### src/rtl/core/stream_find_replace_core_macros.svh
// ----------------------------------------------------------------------------
// Assertion macros for the stream find-and-replace core
// Shared property wrappers; they compile to nothing under synthesis.
// ----------------------------------------------------------------------------
`ifndef STREAM_FIND_REPLACE_CORE_MACROS_SVH
`define STREAM_FIND_REPLACE_CORE_MACROS_SVH

`ifndef SYNTHESIS

// Same-cycle implication, checked on every rising edge outside reset.
`define SFR_ASSERT_IMP(lbl, ante, cons) \
  lbl: assert property (@(posedge clk) disable iff (!rst_n) (ante) |-> (cons)) \
    else $error("same-cycle implication failed");

// Next-cycle implication, checked on every rising edge outside reset.
`define SFR_ASSERT_NXT(lbl, ante, cons) \
  lbl: assert property (@(posedge clk) disable iff (!rst_n) (ante) |=> (cons)) \
    else $error("next-cycle implication failed");

`else

`define SFR_ASSERT_IMP(lbl, ante, cons)
`define SFR_ASSERT_NXT(lbl, ante, cons)

`endif

`endif

### src/rtl/core/sfr_pkg.sv
// ----------------------------------------------------------------------------
// sfr_pkg
// Types and constants shared by the find-and-replace front, queue and back.
// ----------------------------------------------------------------------------
package sfr_pkg;

  localparam int RUN_BYTES       = 8;   // most bytes one input can produce
  localparam int HOLD_DEPTH      = 7;   // held pattern-prefix bytes
  localparam int QUEUE_DEPTH     = 2;
  localparam int MAX_PATTERN     = 8;
  localparam int MAX_REPLACEMENT = 8;

  localparam logic [7:0] NEWLINE_BYTE = 8'h0A;

  typedef enum logic [1:0] {
    REG_PATTERN  = 2'd0,
    REG_PAT_LEN  = 2'd1,
    REG_REPL     = 2'd2,
    REG_REPL_LEN = 2'd3
  } cfg_reg_t;

  // One run of output bytes caused by a single input byte.
  typedef struct packed {
    logic [RUN_BYTES-1:0][7:0] data;
    logic [3:0]                count;
  } job_t;

  typedef struct packed {
    logic push;
    job_t job;
  } q_wr_t;

  typedef struct packed {
    logic full;
    logic empty;
  } q_stat_t;

endpackage

### src/rtl/core/sfr_front.sv
// ----------------------------------------------------------------------------
// sfr_front
// Accepts input bytes, tracks the held pattern prefix and builds output runs.
// ----------------------------------------------------------------------------
module sfr_front #(
  parameter int MAX_PATTERN     = sfr_pkg::MAX_PATTERN,
  parameter int MAX_REPLACEMENT = sfr_pkg::MAX_REPLACEMENT
) (
  input  logic             clk,
  input  logic             rst_n,
  input  logic             cfg_we,
  input  logic [1:0]       cfg_index,
  input  logic [63:0]      cfg_wdata,
  input  logic             in_push,
  input  logic [7:0]       in_data_byte,
  input  logic             in_end_of_input,
  input  sfr_pkg::q_stat_t q_stat,
  output sfr_pkg::q_wr_t   q_wr,
  output logic [2:0]       held_count
);
  import sfr_pkg::*;

  localparam logic [3:0] PAT_CAP  =
    4'((MAX_PATTERN < RUN_BYTES) ? MAX_PATTERN : RUN_BYTES);
  localparam logic [3:0] REPL_CAP =
    4'((MAX_REPLACEMENT < RUN_BYTES) ? MAX_REPLACEMENT : RUN_BYTES);

  logic [RUN_BYTES-1:0][7:0] pattern_r;
  logic [RUN_BYTES-1:0][7:0] repl_r;
  logic [3:0]                pat_len_r;
  logic [3:0]                repl_len_r;

  logic [7:0] held_r [HOLD_DEPTH];
  logic [7:0] held_nxt [HOLD_DEPTH];
  logic [2:0] held_count_r;
  logic [2:0] held_count_nxt;

  logic                      accept;
  logic                      is_newline;
  logic                      full_match;
  logic [3:0]                len;
  logic [3:0]                rl;
  logic [3:0]                cnt;
  logic [3:0]                start;
  logic [RUN_BYTES-1:0][7:0] buf_b;
  logic [RUN_BYTES:0]        tail_ok;

  // Configuration registers.
  always_ff @(posedge clk) begin
    if (!rst_n) begin
      pattern_r  <= '0;
      pat_len_r  <= 4'd1;
      repl_r     <= '0;
      repl_len_r <= 4'd0;
    end else if (cfg_we) begin
      unique case (cfg_reg_t'(cfg_index))
        REG_PATTERN:  pattern_r  <= cfg_wdata;
        REG_PAT_LEN:  pat_len_r  <= cfg_wdata[3:0];
        REG_REPL:     repl_r     <= cfg_wdata;
        REG_REPL_LEN: repl_len_r <= cfg_wdata[3:0];
        default:      ;
      endcase
    end
  end

  always_comb begin
    len = pat_len_r;
    if (len == 4'd0) len = 4'd1;
    if (len > PAT_CAP) len = PAT_CAP;
    rl = (repl_len_r > REPL_CAP) ? REPL_CAP : repl_len_r;
  end

  assign accept     = in_push && !q_stat.full;
  assign is_newline = (in_data_byte == NEWLINE_BYTE);
  assign cnt        = {1'b0, held_count_r} + 4'd1;

  // Held bytes followed by the new byte.
  always_comb begin
    for (int i = 0; i < RUN_BYTES; i++) begin
      buf_b[i] = (i == int'(held_count_r)) ? in_data_byte : 8'h00;
    end
    for (int i = 0; i < HOLD_DEPTH; i++) begin
      if (i < int'(held_count_r)) buf_b[i] = held_r[i];
    end
  end

  // Every tail of the buffer is checked in parallel for being a proper
  // pattern prefix; the longest qualifying tail is kept.
  always_comb begin
    full_match = (cnt == len);
    for (int j = 0; j < RUN_BYTES; j++) begin
      if (j < int'(cnt) && buf_b[j] != pattern_r[j]) full_match = 1'b0;
    end
    for (int s = 0; s <= RUN_BYTES; s++) begin
      tail_ok[s] = (s <= int'(cnt)) && ((int'(cnt) - s) < int'(len));
      for (int j = 0; j < RUN_BYTES; j++) begin
        if ((s + j) < RUN_BYTES && j < (int'(cnt) - s)
            && buf_b[(s + j) % RUN_BYTES] != pattern_r[j]) begin
          tail_ok[s] = 1'b0;
        end
      end
    end
    start = 4'(RUN_BYTES);
    for (int s = RUN_BYTES; s >= 0; s--) begin
      if (tail_ok[s]) start = 4'(s);
    end
  end

  always_comb begin
    q_wr.job.data = full_match && !is_newline ? repl_r : buf_b;
    if (is_newline || in_end_of_input) begin
      q_wr.job.count = full_match && !is_newline ? rl : cnt;
    end else if (full_match) begin
      q_wr.job.count = rl;
    end else begin
      q_wr.job.count = start;
    end
    q_wr.push = accept && (q_wr.job.count != 4'd0);
  end

  always_comb begin
    for (int k = 0; k < HOLD_DEPTH; k++) begin
      held_nxt[k] = held_r[k];
      if ((int'(start) + k) < RUN_BYTES) begin
        held_nxt[k] = buf_b[(int'(start) + k) % RUN_BYTES];
      end
    end
    if (is_newline || in_end_of_input || full_match) begin
      held_count_nxt = 3'd0;
    end else begin
      held_count_nxt = 3'(cnt - start);
    end
  end

  always_ff @(posedge clk) begin
    if (!rst_n) begin
      held_count_r <= 3'd0;
    end else if (accept) begin
      held_count_r <= held_count_nxt;
    end
  end

  always_ff @(posedge clk) begin
    if (accept) begin
      held_r <= held_nxt;
    end
  end

  assign held_count = held_count_r;

endmodule

### src/rtl/core/sfr_queue.sv
// ----------------------------------------------------------------------------
// sfr_queue
// Short queue of output runs between the front and the back.
// ----------------------------------------------------------------------------
module sfr_queue (
  input  logic             clk,
  input  logic             rst_n,
  input  sfr_pkg::q_wr_t   q_wr,
  input  logic             q_pop,
  output sfr_pkg::job_t    q_head,
  output sfr_pkg::q_stat_t q_stat,
  output logic [$clog2(sfr_pkg::QUEUE_DEPTH+1)-1:0] q_count
);
  import sfr_pkg::*;

  localparam int PW = (QUEUE_DEPTH > 1) ? $clog2(QUEUE_DEPTH) : 1;
  localparam int CW = $clog2(QUEUE_DEPTH + 1);

  job_t          mem_r [QUEUE_DEPTH];
  logic [PW-1:0] wr_ptr_r;
  logic [PW-1:0] rd_ptr_r;
  logic [CW-1:0] count_r;
  logic [PW-1:0] wr_ptr_nxt;
  logic [PW-1:0] rd_ptr_nxt;
  logic [CW-1:0] count_nxt;
  logic          do_wr;
  logic          do_rd;

  assign q_stat.full  = (count_r == CW'(QUEUE_DEPTH));
  assign q_stat.empty = (count_r == '0);
  assign do_wr        = q_wr.push && !q_stat.full;
  assign do_rd        = q_pop && !q_stat.empty;
  assign q_head       = mem_r[rd_ptr_r];
  assign q_count      = count_r;

  always_comb begin
    wr_ptr_nxt = wr_ptr_r;
    rd_ptr_nxt = rd_ptr_r;
    count_nxt  = count_r;
    if (do_wr) begin
      wr_ptr_nxt = (wr_ptr_r == PW'(QUEUE_DEPTH - 1)) ? '0 : wr_ptr_r + 1'b1;
    end
    if (do_rd) begin
      rd_ptr_nxt = (rd_ptr_r == PW'(QUEUE_DEPTH - 1)) ? '0 : rd_ptr_r + 1'b1;
    end
    if (do_wr && !do_rd) begin
      count_nxt = count_r + 1'b1;
    end else if (do_rd && !do_wr) begin
      count_nxt = count_r - 1'b1;
    end
  end

  always_ff @(posedge clk) begin
    if (!rst_n) begin
      wr_ptr_r <= '0;
      rd_ptr_r <= '0;
      count_r  <= '0;
    end else begin
      wr_ptr_r <= wr_ptr_nxt;
      rd_ptr_r <= rd_ptr_nxt;
      count_r  <= count_nxt;
    end
  end

  always_ff @(posedge clk) begin
    if (do_wr) begin
      mem_r[wr_ptr_r] <= q_wr.job;
    end
  end

endmodule

### src/rtl/core/sfr_back.sv
// ----------------------------------------------------------------------------
// sfr_back
// Plays out the bytes of each queued run, one transaction per byte.
// ----------------------------------------------------------------------------
module sfr_back (
  input  logic             clk,
  input  logic             rst_n,
  input  sfr_pkg::job_t    q_head,
  input  sfr_pkg::q_stat_t q_stat,
  output logic             q_pop,
  output logic             out_empty,
  input  logic             out_pop,
  output logic [7:0]       out_byte,
  output logic             out_last_of_run
);
  import sfr_pkg::*;

  job_t       cur_r;
  logic       busy_r;
  logic [2:0] idx_r;
  logic       busy_nxt;
  logic [2:0] idx_nxt;
  logic       done;

  assign out_empty       = !busy_r;
  assign out_byte        = cur_r.data[idx_r];
  assign out_last_of_run = ({1'b0, idx_r} == (cur_r.count - 4'd1));

  assign done  = out_pop && busy_r && out_last_of_run;
  assign q_pop = (!busy_r || done) && !q_stat.empty;

  always_comb begin
    busy_nxt = busy_r;
    idx_nxt  = idx_r;
    if (q_pop) begin
      busy_nxt = 1'b1;
      idx_nxt  = 3'd0;
    end else if (done) begin
      busy_nxt = 1'b0;
    end else if (out_pop && busy_r) begin
      idx_nxt = idx_r + 3'd1;
    end
  end

  always_ff @(posedge clk) begin
    if (!rst_n) begin
      busy_r <= 1'b0;
      idx_r  <= 3'd0;
    end else begin
      busy_r <= busy_nxt;
      idx_r  <= idx_nxt;
    end
  end

  always_ff @(posedge clk) begin
    if (q_pop) begin
      cur_r <= q_head;
    end
  end

endmodule

### src/rtl/core/stream_find_replace_core.sv
// ----------------------------------------------------------------------------
// stream_find_replace_core
// Streaming find-and-replace over a byte stream with a configurable pattern.
// ----------------------------------------------------------------------------
//  Channel   Handshake             Payload
//  input     in_push / in_full     in_data_byte, in_end_of_input
//  result    out_pop / out_empty   out_byte, out_last_of_run
//  config    cfg_we                cfg_index, cfg_wdata
//
//  An input byte is classified in the cycle it is accepted; a non-empty output
//  run (1 to 8 bytes) enters a two-entry run queue, an empty run is dropped.
//  The back end delivers one byte per cycle while out_pop is held, so input
//  is accepted at one byte per cycle while runs stay at one byte and the
//  output keeps popping.
//  Reset is synchronous; there is no clearing pass.
//  in_full rises only when the run queue is full.
// ----------------------------------------------------------------------------
module stream_find_replace_core #(
  parameter int MAX_PATTERN     = sfr_pkg::MAX_PATTERN,
  parameter int MAX_REPLACEMENT = sfr_pkg::MAX_REPLACEMENT
) (
  input  logic        clk,
  input  logic        rst_n,
  input  logic        cfg_we,
  input  logic [1:0]  cfg_index,
  input  logic [63:0] cfg_wdata,
  input  logic        in_push,
  output logic        in_full,
  input  logic [7:0]  in_data_byte,
  input  logic        in_end_of_input,
  output logic        out_empty,
  input  logic        out_pop,
  output logic [7:0]  out_byte,
  output logic        out_last_of_run
);
  import sfr_pkg::*;

  `include "stream_find_replace_core_macros.svh"

  q_wr_t      q_wr;
  q_stat_t    q_stat;
  job_t       q_head;
  logic       q_pop;
  logic [2:0] held_count;
  logic       run_done;
  logic [$clog2(QUEUE_DEPTH+1)-1:0] q_count;

  assign in_full  = q_stat.full;
  assign run_done = out_pop && !out_empty && out_last_of_run;

  sfr_front #(
    .MAX_PATTERN    (MAX_PATTERN),
    .MAX_REPLACEMENT(MAX_REPLACEMENT)
  ) u_front (
    .clk            (clk),
    .rst_n          (rst_n),
    .cfg_we         (cfg_we),
    .cfg_index      (cfg_index),
    .cfg_wdata      (cfg_wdata),
    .in_push        (in_push),
    .in_data_byte   (in_data_byte),
    .in_end_of_input(in_end_of_input),
    .q_stat         (q_stat),
    .q_wr           (q_wr),
    .held_count     (held_count)
  );

  sfr_queue u_queue (
    .clk    (clk),
    .rst_n  (rst_n),
    .q_wr   (q_wr),
    .q_pop  (q_pop),
    .q_head (q_head),
    .q_stat (q_stat),
    .q_count(q_count)
  );

  sfr_back u_back (
    .clk            (clk),
    .rst_n          (rst_n),
    .q_head         (q_head),
    .q_stat         (q_stat),
    .q_pop          (q_pop),
    .out_empty      (out_empty),
    .out_pop        (out_pop),
    .out_byte       (out_byte),
    .out_last_of_run(out_last_of_run)
  );

  // A run that enters the queue always carries at least one byte.
  `SFR_ASSERT_IMP(a_run_not_empty, q_wr.push, q_wr.job.count != 4'd0)
  // Nothing stays held after the final byte of the input.
  `SFR_ASSERT_NXT(a_eoi_flush, in_push && !in_full && in_end_of_input, held_count == 3'd0)
  // The queue occupancy never passes its depth.
  `SFR_ASSERT_IMP(a_queue_bound, 1'b1, q_count <= ($clog2(QUEUE_DEPTH+1))'(QUEUE_DEPTH))
  // Finishing a run with nothing queued or arriving leaves the output empty.
  `SFR_ASSERT_NXT(a_drain, run_done && q_stat.empty && !q_wr.push, out_empty)

endmodule

### config.mk
export PLATFORM = sky130hd
export DESIGN_NAME = stream_find_replace_core
export DESIGN_NICKNAME = d
export VERILOG_FILES = /design/src/rtl/core/sfr_pkg.sv /design/src/rtl/core/sfr_front.sv /design/src/rtl/core/sfr_queue.sv /design/src/rtl/core/sfr_back.sv /design/src/rtl/core/stream_find_replace_core.sv
export VERILOG_INCLUDE_DIRS = /design/src /design/src/rtl/core
export SDC_FILE = /design/constraint.sdc
export NUM_CORES = 1
export LEC_CHECK = 0
export ABC_AREA = 1
export BUFFER_PORTS_ARGS = -buffer_cell sky130_fd_sc_hd__buf_2
export CORE_AREA = 2 2 254 256
export CTS_BUF_LIST = sky130_fd_sc_hd__clkbuf_4
export DETAILED_ROUTE_END_ITERATION = 12
export DIE_AREA = 0 0 256 258
export SLEW_MARGIN = 20
export SYNTH_ARGS = -nofsm -noshare
export SYNTH_HDL_FRONTEND = slang
export SYNTH_SLANG_ARGS = --single-unit
### constraint.sdc
create_clock -name clk -period 9.9 [get_ports clk]
set_clock_uncertainty 0.15 [all_clocks]
set_input_delay 0.99 -clock clk [delete_from_list [all_inputs] [get_ports clk]]
set_output_delay 0.99 -clock clk [all_outputs]
set_load 0.01 [all_outputs]
; ---- Word level (Yosys, flattened, before mapping)
; Memories as Yosys holds them, arrays and structs flattened. A register that Yosys moved wholly into a read port is not among the register bits.
; Cells that the tools add are included.
; W data, S select, Z words.
[totals]
reg_bits = 203
latchBits = 0
ramBits = 136
romBits = 0
input_bits = 80
out_inout_bits = 11
n_memories = 1
[op_classes]
addsub = 21
n_mul = 0
n_div = 0
order_cmp = 75
eq_ne = 50
shift = 0
muxes = 105
bitwise_logic = 8
n_reduce_logical = 88
[mem_list]
columns = name, words, width, read_ports, rd_clocked_by_memory_dff, write_ports, line
row1 = u_queue.mem_r, 2, 68, 1, 1, 1, sfr_queue.sv:19  ; job_t mem_r [QUEUE_DEPTH];
[op_table]
columns = operator, n
row1 = $lt A3 B32 Y1 const A, 9
row2 = $ne A8 B8 Y1, 36
row3 = $mux W8, 29
row4 = $lt A1 B32 Y1 const A, 7
row5 = $lt A32 B5 Y1, 7
row6 = $bmux W8 S3, 8
row7 = $lt A2 B32 Y1 const A, 6
row8 = $lt A32 B5 Y1 const B, 6
row9 = $lt A4 B32 Y1 const A, 6
row10 = $mux W64, 1
row11 = $mux W4, 14
row12 = $logic_and A1 B1 Y1, 53
row13 = $mux W1, 50
row14 = $lt A4 B5 Y1 const B, 6
row15 = $reduce_and A2 Y1, 12
row16 = $sub A4 B3 Y5 const B, 4
row17 = $reduce_or A3 Y1, 6
row18 = $le A3 B4 Y1 const A, 4
row19 = $lt A3 B4 Y1 const A, 4
row20 = $add A4 B3 Y5 const B, 3
row21 = $eq A3 B3 Y1 const A, 4
row22 = $add A4 B2 Y5 const B, 2
row23 = $sub A4 B2 Y5 const B, 2
row24 = $lt A3 B3 Y1 const A, 3
row25 = 38 further kinds, 65

; ---- Longest topological paths before layout
; Gate-level depths: netlist of the first run.
[logic_depth]
ltp_word = 24
mapped_depth = 36
ltp_nobuf = 32

; ---- Cells and area by module
; Synthesis of the first run repeated with hierarchy kept, for this count alone.
[hier_totals]
cells_unflattened = 3405
area_unflattened_um2 = 25533.2
[modules_own_cells]
columns = mod, instances, cells_each, area_per_inst_um2
row1 = sfr_front, 1, 2909, 17337.9
row2 = sfr_queue, 1, 250, 5238.8
row3 = sfr_back, 1, 246, 2956.6

; ---- Worst setup path after synthesis of the first run
; No wires, ideal clock.
[synth_path]
path_kind = register to register
start = register u_front.held_count_r[2], in the netlist u_front.held_count[2]
end = memory u_queue.mem_r[0][0] (netlist bit), enable pin
setup_ns = 0.495
t_arrival_ns = 6.477
setup_slack_ns = 2.778
path_stages_with_launch = 26
n_path_buf = 5
period_less_slack_ns = 7.122
cell_sequence = dfxtp_1 buf_6 inv_2 buf_6 buf_4 ha_1 clkbuf_1 inv_1 ha_1 inv_1 ha_1 inv_1 ha_1 a21oi_1 nand2_1 a21o_1 nor2_1 a21oi_1 nand3_1 nand2_8 buf_6 nand2_1 a21oi_2 nand3_2 nand2_1 nor2_1
[synth_between]
elab_chain_cells = 21
word_cells_on_any_way = 230
cone_classes = add/sub (8) / order compare (58) / eq/ne (44) / mux (72) / reduce/logical (48)
[synth_lines]
columns = element, line
row1 = from (decl), sfr_front.sv:35  ; logic [2:0] held_count_r;
row2 = from (signal assigned), sfr_front.sv:139  ; held_count_r <= held_count_nxt;
row3 = branches (longest 15 deep; another with $lt A32 B5 Y1), -
row4 = $mux W4 (*), sfr_front.sv:111  ; if (is_newline || in_end_of_input) begin
row5 = $reduce_bool A4 Y1 (*), sfr_front.sv:118  ; q_wr.push = accept && (q_wr.job.count != 4'd0);
row6 = $logic_and A1 B1 Y1 (*), sfr_front.sv:118
row7 = $logic_and A1 B1 Y1 (*), sfr_queue.sv:31  ; assign do_wr = q_wr.push && !q_stat.full;
row8 = $mux W1 (*), sfr_queue.sv:66  ; if (do_wr) begin
row9 = $mux W1 (implied by the code) (*), sfr_queue.sv:67  ; mem_r[wr_ptr_r] <= q_wr.job;
row10 = to (decl), sfr_queue.sv:19
; Every way passes the cells marked *.

; ---- Worst setup path after layout of the first run
[layout_path]
start = register u_front.held_count_r[2], in the netlist u_front.held_count[2]
end = register u_front.held_r[12] (netlist bit), data pin
[layout_between]
elab_chain_cells = 18
word_cells_on_any_way = 216
cone_classes = add/sub (9) / order compare (58) / eq/ne (43) / mux (62) / reduce/logical (44)
[layout_lines]
columns = element, line
row1 = branches (longest 15 deep; another with $lt A32 B5 Y1), -
row2 = $bmux W8 S3 (*), sfr_front.sv:125  ; held_nxt[k] = buf_b[(int'(start) + k) % RUN_BYTES];
row3 = $mux W8 (implied by the code) (*) (2 in series), sfr_front.sv:125
row4 = to (signal assigned), sfr_front.sv:145  ; held_r <= held_nxt;
row5 = to (decl), sfr_front.sv:33  ; logic [7:0] held_r [HOLD_DEPTH];
; Every way passes the cells marked *. The select of a mux whose other input is x is not followed.
; A chain may end at the register's enable or synchronous reset.

==> results of run 1 <==
-- sequential cells by signal, indices dropped and copies added (netlist names) --
signal,flops
u_back.idx_r,3
u_queue.rd_ptr_r,1
u_back.busy_r,1
u_front.held_r,56
u_queue.mem_r,136
u_front.repl_r,64
u_back.cur_r,68
u_front.held_count,3
u_queue.q_count,2
u_queue.wr_ptr_r,1
u_front.pat_len_r,4
u_front.pattern_r,64
u_front.repl_len_r,4
-- cells in the mapped netlist (29+ instances only) --
| master | count |
|---|---|
| dfxtp_1 | 147 |
| inv_2 | 29 |
| o21ai_1 | 43 |
| or2_1 | 32 |
| nand2_1 | 1297 |
| o21ai_0 | 280 |
| clkbuf_1 | 97 |
| a21oi_1 | 105 |
| nand3_1 | 352 |
| nor2_1 | 353 |
| ha_1 | 51 |
| nand4_1 | 45 |
| xor2_1 | 56 |
| inv_1 | 162 |
| buf_2 | 49 |
| edfxtp_1 | 260 |
-- cell type report --
cell class / instances / area, sq um
fill: 6704 / 36200
antenna: 7 / 17.5
timing repair buffer: 113 / 626
tap: 855 / 1070
multi-input combinational: 2736 / 12800
inverter: 208 / 785
clock inverter: 49 / 263
clock buffer: 153 / 1150
sequential: 407 / 10800
-- through the flow --
stage / utilization, % / instances / setup slack [ns] / hold slack (ns)
floorplan: - / 3522 / 2.78 / 0.280
global placement: 40.9 / 4319 / 2.79 / 0.310
detailed placement: 40.9 / 4319 / 2.77 / 0.307
CTS: 43.1 / 4521 / 2.78 / 0.132
global route: 43.1 / 4527 / 2.03 / 0.109
finish: 43.1 / 4528 / 2.54 / 0.163
-- cell families after synthesis --
kind of cell             after synthesis  synth area share [%]
AND/OR/NAND/NOR                     2152                  36.2
adder cells (fa/ha/maj)               52                  2.62
XOR/XNOR                              64                  2.34
AO/OA/AOI/OAI                        468                  9.65
buffers and inverters                379                  6.34
flip-flops                           407                  42.9
-- critical path, delay by kind of cell (launching register included) --
kind / cells / cell delay (ns)
buffers and inverters: 7 / 2.61
flip-flops: 1 / 0.32
adder cells (fa/ha/maj): 4 / 1.73
AND/OR/NAND/NOR: 16 / 1.58
AO/OA/AOI/OAI: 1 / 0.15
XOR/XNOR: 1 / 0.48
-- worst min-delay path by stage --
stage,startpoint,to,slack [ns]
after global routing,cfg_wdata[48],u_front.repl_r[48],0.11
after CTS,cfg_wdata[60],u_front.repl_r[60],0.13
after detailed placement,u_front.pat_len_r[0],u_front.pat_len_r[0],0.31
after global placement,u_front.repl_len_r[1],u_front.repl_len_r[1],0.31
final,cfg_wdata[46],u_front.repl_r[46],0.16
after floorplan,u_front.pat_len_r[0],u_front.pat_len_r[0],0.28
-- layer usage --
metal	vias up	track usage [%]
li1	11800	-
met1	11700	43.5
met2	1387	46.9
met3	285	8.22
met4	8	17.0
met5	-	0
==> results.ini, run 1 <==
[routing]
wirelength_um=108000
routed.top_layer=met5
vias=25100
wl_met2_um=44600
met1_length_um=45800
firstDrtPassIters=6
drcViolationCount=0
wl_met3_um=11400
drtIter0Drc=3146
wire_per_inst_um=23.9
ant_nets=0
viasPerCell=5.55

[timing]
slew_viol_final=0
setup_viol=0
max_freq_mhz=136
fin_crit_ns=7.36
hold_viol_final=0
slew_headroom_pct=17.3
rsz0062_at_grt=no
fin_crit_sh_pct=74.3
tns_ns=0
tightest_slew_ns=1.23

[critical_path]
rr_endpoint=u_front.held_r[12]
slowest_delay_ns=0.81
startpoint=u_front.held_count[2]
rr_startpoint=u_front.held_count[2]
required_ns=10.45
critPathMaxFanout=64
crit_arrival_ns=7.91
rrSetupSlack_ns=2.54
critPathLaunchType=flip-flop
crit_type=reg2reg
reg2regPathDepth=29
crit_end=u_front.held_r[12]
cp-end-kind=flip-flop
cp_common_cell=nand2_1
cpMaxStageDelayCell=ha_1

[yosys]
synth_edf_count=260
ys_ff_latch=407
synth.area.top_cells=edfxtp_1 31%, nand2_1 19%, dfxtp_1 12%
synth_cell_type_count=51
yosys.area.top_type=edfxtp_1
postSynthCellCount=3522
syn-cell-area_sq_um=25100
synth_fp_nets=3654
synthFlopType=edfxtp_1
async_reset_ff_share_pct=0
syn_area_per_cell_sq_um=7.12
synth_top_area_share_pct=31.1
yosys_warnings=0
yosysSeqAreaShare_pct=42.9

[clock_network]
cts_root_buf=clkbuf_4
cts_tree=done
clkTransAtPathRegs_ns=0.07
cts-buffers-inserted=106
cts_resized=0
cts.path.max_buffers=3
cts_htree_levels=3
cts_sinks=407
clk_latency_ns=0.96
ctsHoldBuffers=0
cts_setup_buffers=0

[grt]
overflow=0
grt_max_degree=85
grt_pass1_vias=23100
grt_usage_pct=32.1
grt_pass1_wl_um=156000
antenna_found_initial=6

[final_layout]
drive_above_1_share_pct=10.6
final_common_cell=nand2_1
final_area_sq_um=27400
layout-area-overhead-vs-synth_pct=9.39
final_nets=3704
layout_common_cells=1297 x nand2_1, 352 x nand3_1, 351 x nor2_1

[die]
num_rows=93
initial_core_util_pct=39.4
die_area_sq_um=66000
fp.coreArea_sq_um=63600
die_h_um=258
io_pins=91
die_w_um=256

[run_status]
outcome=complete, no violations

[place]
dpl_cell_area_sq_um=26000
port_buffers=90
hpwl_um=80500
gp_congestion=1.06

[worst_hold_path]
whs_path_depth=3
hp-class=in2reg

[run]
maxCapViolCount=0

Power of run 1 is left out: the tool's default activity adds up to more than one toggle a clock period on the data nets, which glitch-free logic cannot reach.
==> run 2, diff against run 1 <==
Clock period 9.9 ns to 7.01 ns, I/O delays scaled along.
==> results.ini, run 2 (same netlist as run 1, synthesis figures left out) <==
[place]
dpl.cell_count=4357  ; was 4319
port_buffers=90  ; unchanged
hpwl_um=80500  ; about the same
gp_congestion=1.10  ; was 1.06
dp_worst_setup_slack_ns=0.753  ; was 2.77 ns

[die]
die_area_sq_um=66000  ; unchanged
fp.coreArea_sq_um=63600  ; unchanged
num_rows=93  ; unchanged
die_h_um=258  ; unchanged
die_w_um=256  ; unchanged
io_pins=91  ; unchanged
initial_core_util_pct=39.4  ; unchanged

[final_layout]
largest_register_ffs=136  ; unchanged
largestRegisters=u_queue.mem_r (136), u_back.cur_r (68)  ; unchanged
drive_above_1_share_pct=11.4  ; was 10.6%
final_util_pct=44.8  ; was 43.1%
top_register=u_queue.mem_r  ; unchanged
final_common_cell=nand2_1  ; unchanged
instances_no_fill=4636  ; was 4528
register_area_sq_um=10800  ; unchanged
fill_cells=6643  ; was 6704
layout-area-overhead-vs-synth_pct=13.6  ; was 9.39%
layout_common_cells=1297 x nand2_1, 352 x nand3_1, 351 x nor2_1  ; unchanged
final_nets=3812  ; was 3704
multi_input_comb_area_sq_um=12800  ; about the same

[routing]
ant_nets=0  ; unchanged
drcViolationCount=0  ; unchanged
wirelength_um=108000  ; about the same
firstDrtPassIters=7  ; was 6
drtIter0Drc=3468  ; was 3146
wire_per_inst_um=23.2  ; was 23.9 um
vias=25600  ; was 25100
viasPerCell=5.53  ; was 5.55

[grt]
grt_pass1_vias=23300  ; was 23100
grt_max_degree=81  ; was 85
grt_usage_pct=31.8  ; was 32.1%
overflow=0  ; unchanged
grt_pass1_wl_um=156000  ; about the same
antenna_found_initial=7  ; was 6

[critical_path]
critPathLaunchType=flip-flop  ; unchanged
cp-end-kind=flip-flop  ; unchanged
rrSetupSlack_ns=0.70  ; was 2.54 ns
rr_endpoint=u_front.held_r[18]  ; was u_front.held_r[12]
required_ns=7.51  ; was 10.45 ns
path_delay_family=adder cells  ; was buffers and inverters
critical_path_buf_inv_count=5  ; was 7
rr_startpoint=u_front.held_count[1]  ; was u_front.held_count[2]
cp_common_cell=nand2_1  ; unchanged
cpMaxStageDelayCell=o21ai_0  ; was ha_1
crit_type=reg2reg  ; unchanged
reg2regPathDepth=26  ; was 29
critPathMaxFanout=42  ; was 64
crit_arrival_ns=6.81  ; was 7.91 ns
slowest_delay_ns=0.77  ; was 0.81 ns

[timing]
slew_headroom_pct=19.9  ; was 17.3%
max_freq_mhz=158  ; was 136 MHz
slew_viol_final=0  ; unchanged
tightest_slew_ns=1.20  ; was 1.23 ns
setup_ws_ns=0.700  ; was 2.54 ns
fin_crit_ns=6.31  ; was 7.36 ns
hold_viol_final=0  ; unchanged
tns_ns=0  ; unchanged
setup_viol=0  ; unchanged
rsz0062_at_grt=no  ; unchanged
fin_crit_sh_pct=90.0  ; was 74.3%

[run_status]
outcome=complete, no violations  ; unchanged

[worst_hold_path]
whs_path_depth=5  ; was 3
min_to=u_front.pat_len_r[0]  ; was u_front.repl_r[46]
holdCritStartpoint=cfg_we  ; was cfg_wdata[46]
hp-class=in2reg  ; unchanged

[clock_network]
cts_root_buf=clkbuf_4  ; unchanged
cts_htree_levels=3  ; unchanged
cts_sinks=407  ; unchanged
clkTransAtPathRegs_ns=0.07  ; about the same
cts-buffers-inserted=109  ; was 106
clk_latency_ns=0.94  ; was 0.96 ns
cts_tree=done  ; unchanged
cts.path.max_buffers=3  ; unchanged

[run]
maxCapViolCount=0  ; unchanged

[run 2: worst max-delay path by stage]
stage	start	end	slack [ns]	cells after the start
final	u_front.held_count[1]	u_front.held_r[18]	0.70	26
after global routing	u_front.held_count[1]	u_front.held_r[39]	0.25	22
after CTS	u_front.held_count[1]	u_front.held_r[16]	0.73	26
after detailed placement	u_front.held_count[1]	u_front.held_r[16]	0.75	26
after global placement	u_front.held_count[1]	u_front.held_r[16]	0.89	26
after floorplan	u_back.cur_r[0]	u_queue.q_count[1]	0.90	14
[run 2: metrics by stage]
step | hold WS (ns) | instance area [sq um]
detailed placement | 0.304 | 26300
finish | 0.0971 | 28500
floorplan | 0.280 | 25100
CTS | 0.0326 | 28500
global placement | 0.299 | 26300
global route | 0.112 | 28500
[run 2: layout make-up]
cell class	count	area share, %
Timing Repair Buffer	218	5.73
Clock buffer	165	4.35
Clock inverter	43	0.821
Antenna cell	4	0.0351
Multi-Input combinational cell	2736	44.8
Tap cell	855	3.75
Inverter	208	2.75
Sequential cell	407	37.7
[run 2: tightest hold or removal path: stages]
cell,delay (ns)
buf_2,0.11
inv_1,0.08
nor2_1,0.05
nand3_1,0.06
nand3_1,0.07
[run 2: metal layers]
layer	vias to the layer above	part of all wire, %	GRT usage, %
li1	12000	-	-
met1	11800	41	42.9
met2	1514	41	46.4
met3	318	11	8.38
met4	6	6.2	17.9
met5	-	0.038	0
[run 2: repair_timing]
item | in CTS | in global routing
buffers inserted | 0 | 0
gates resized for setup | 0 | 0
endpoints found under the hold margin | 108 | 0
hold buffers | 67 | 0
Power of run 2 is left out for the same reason.
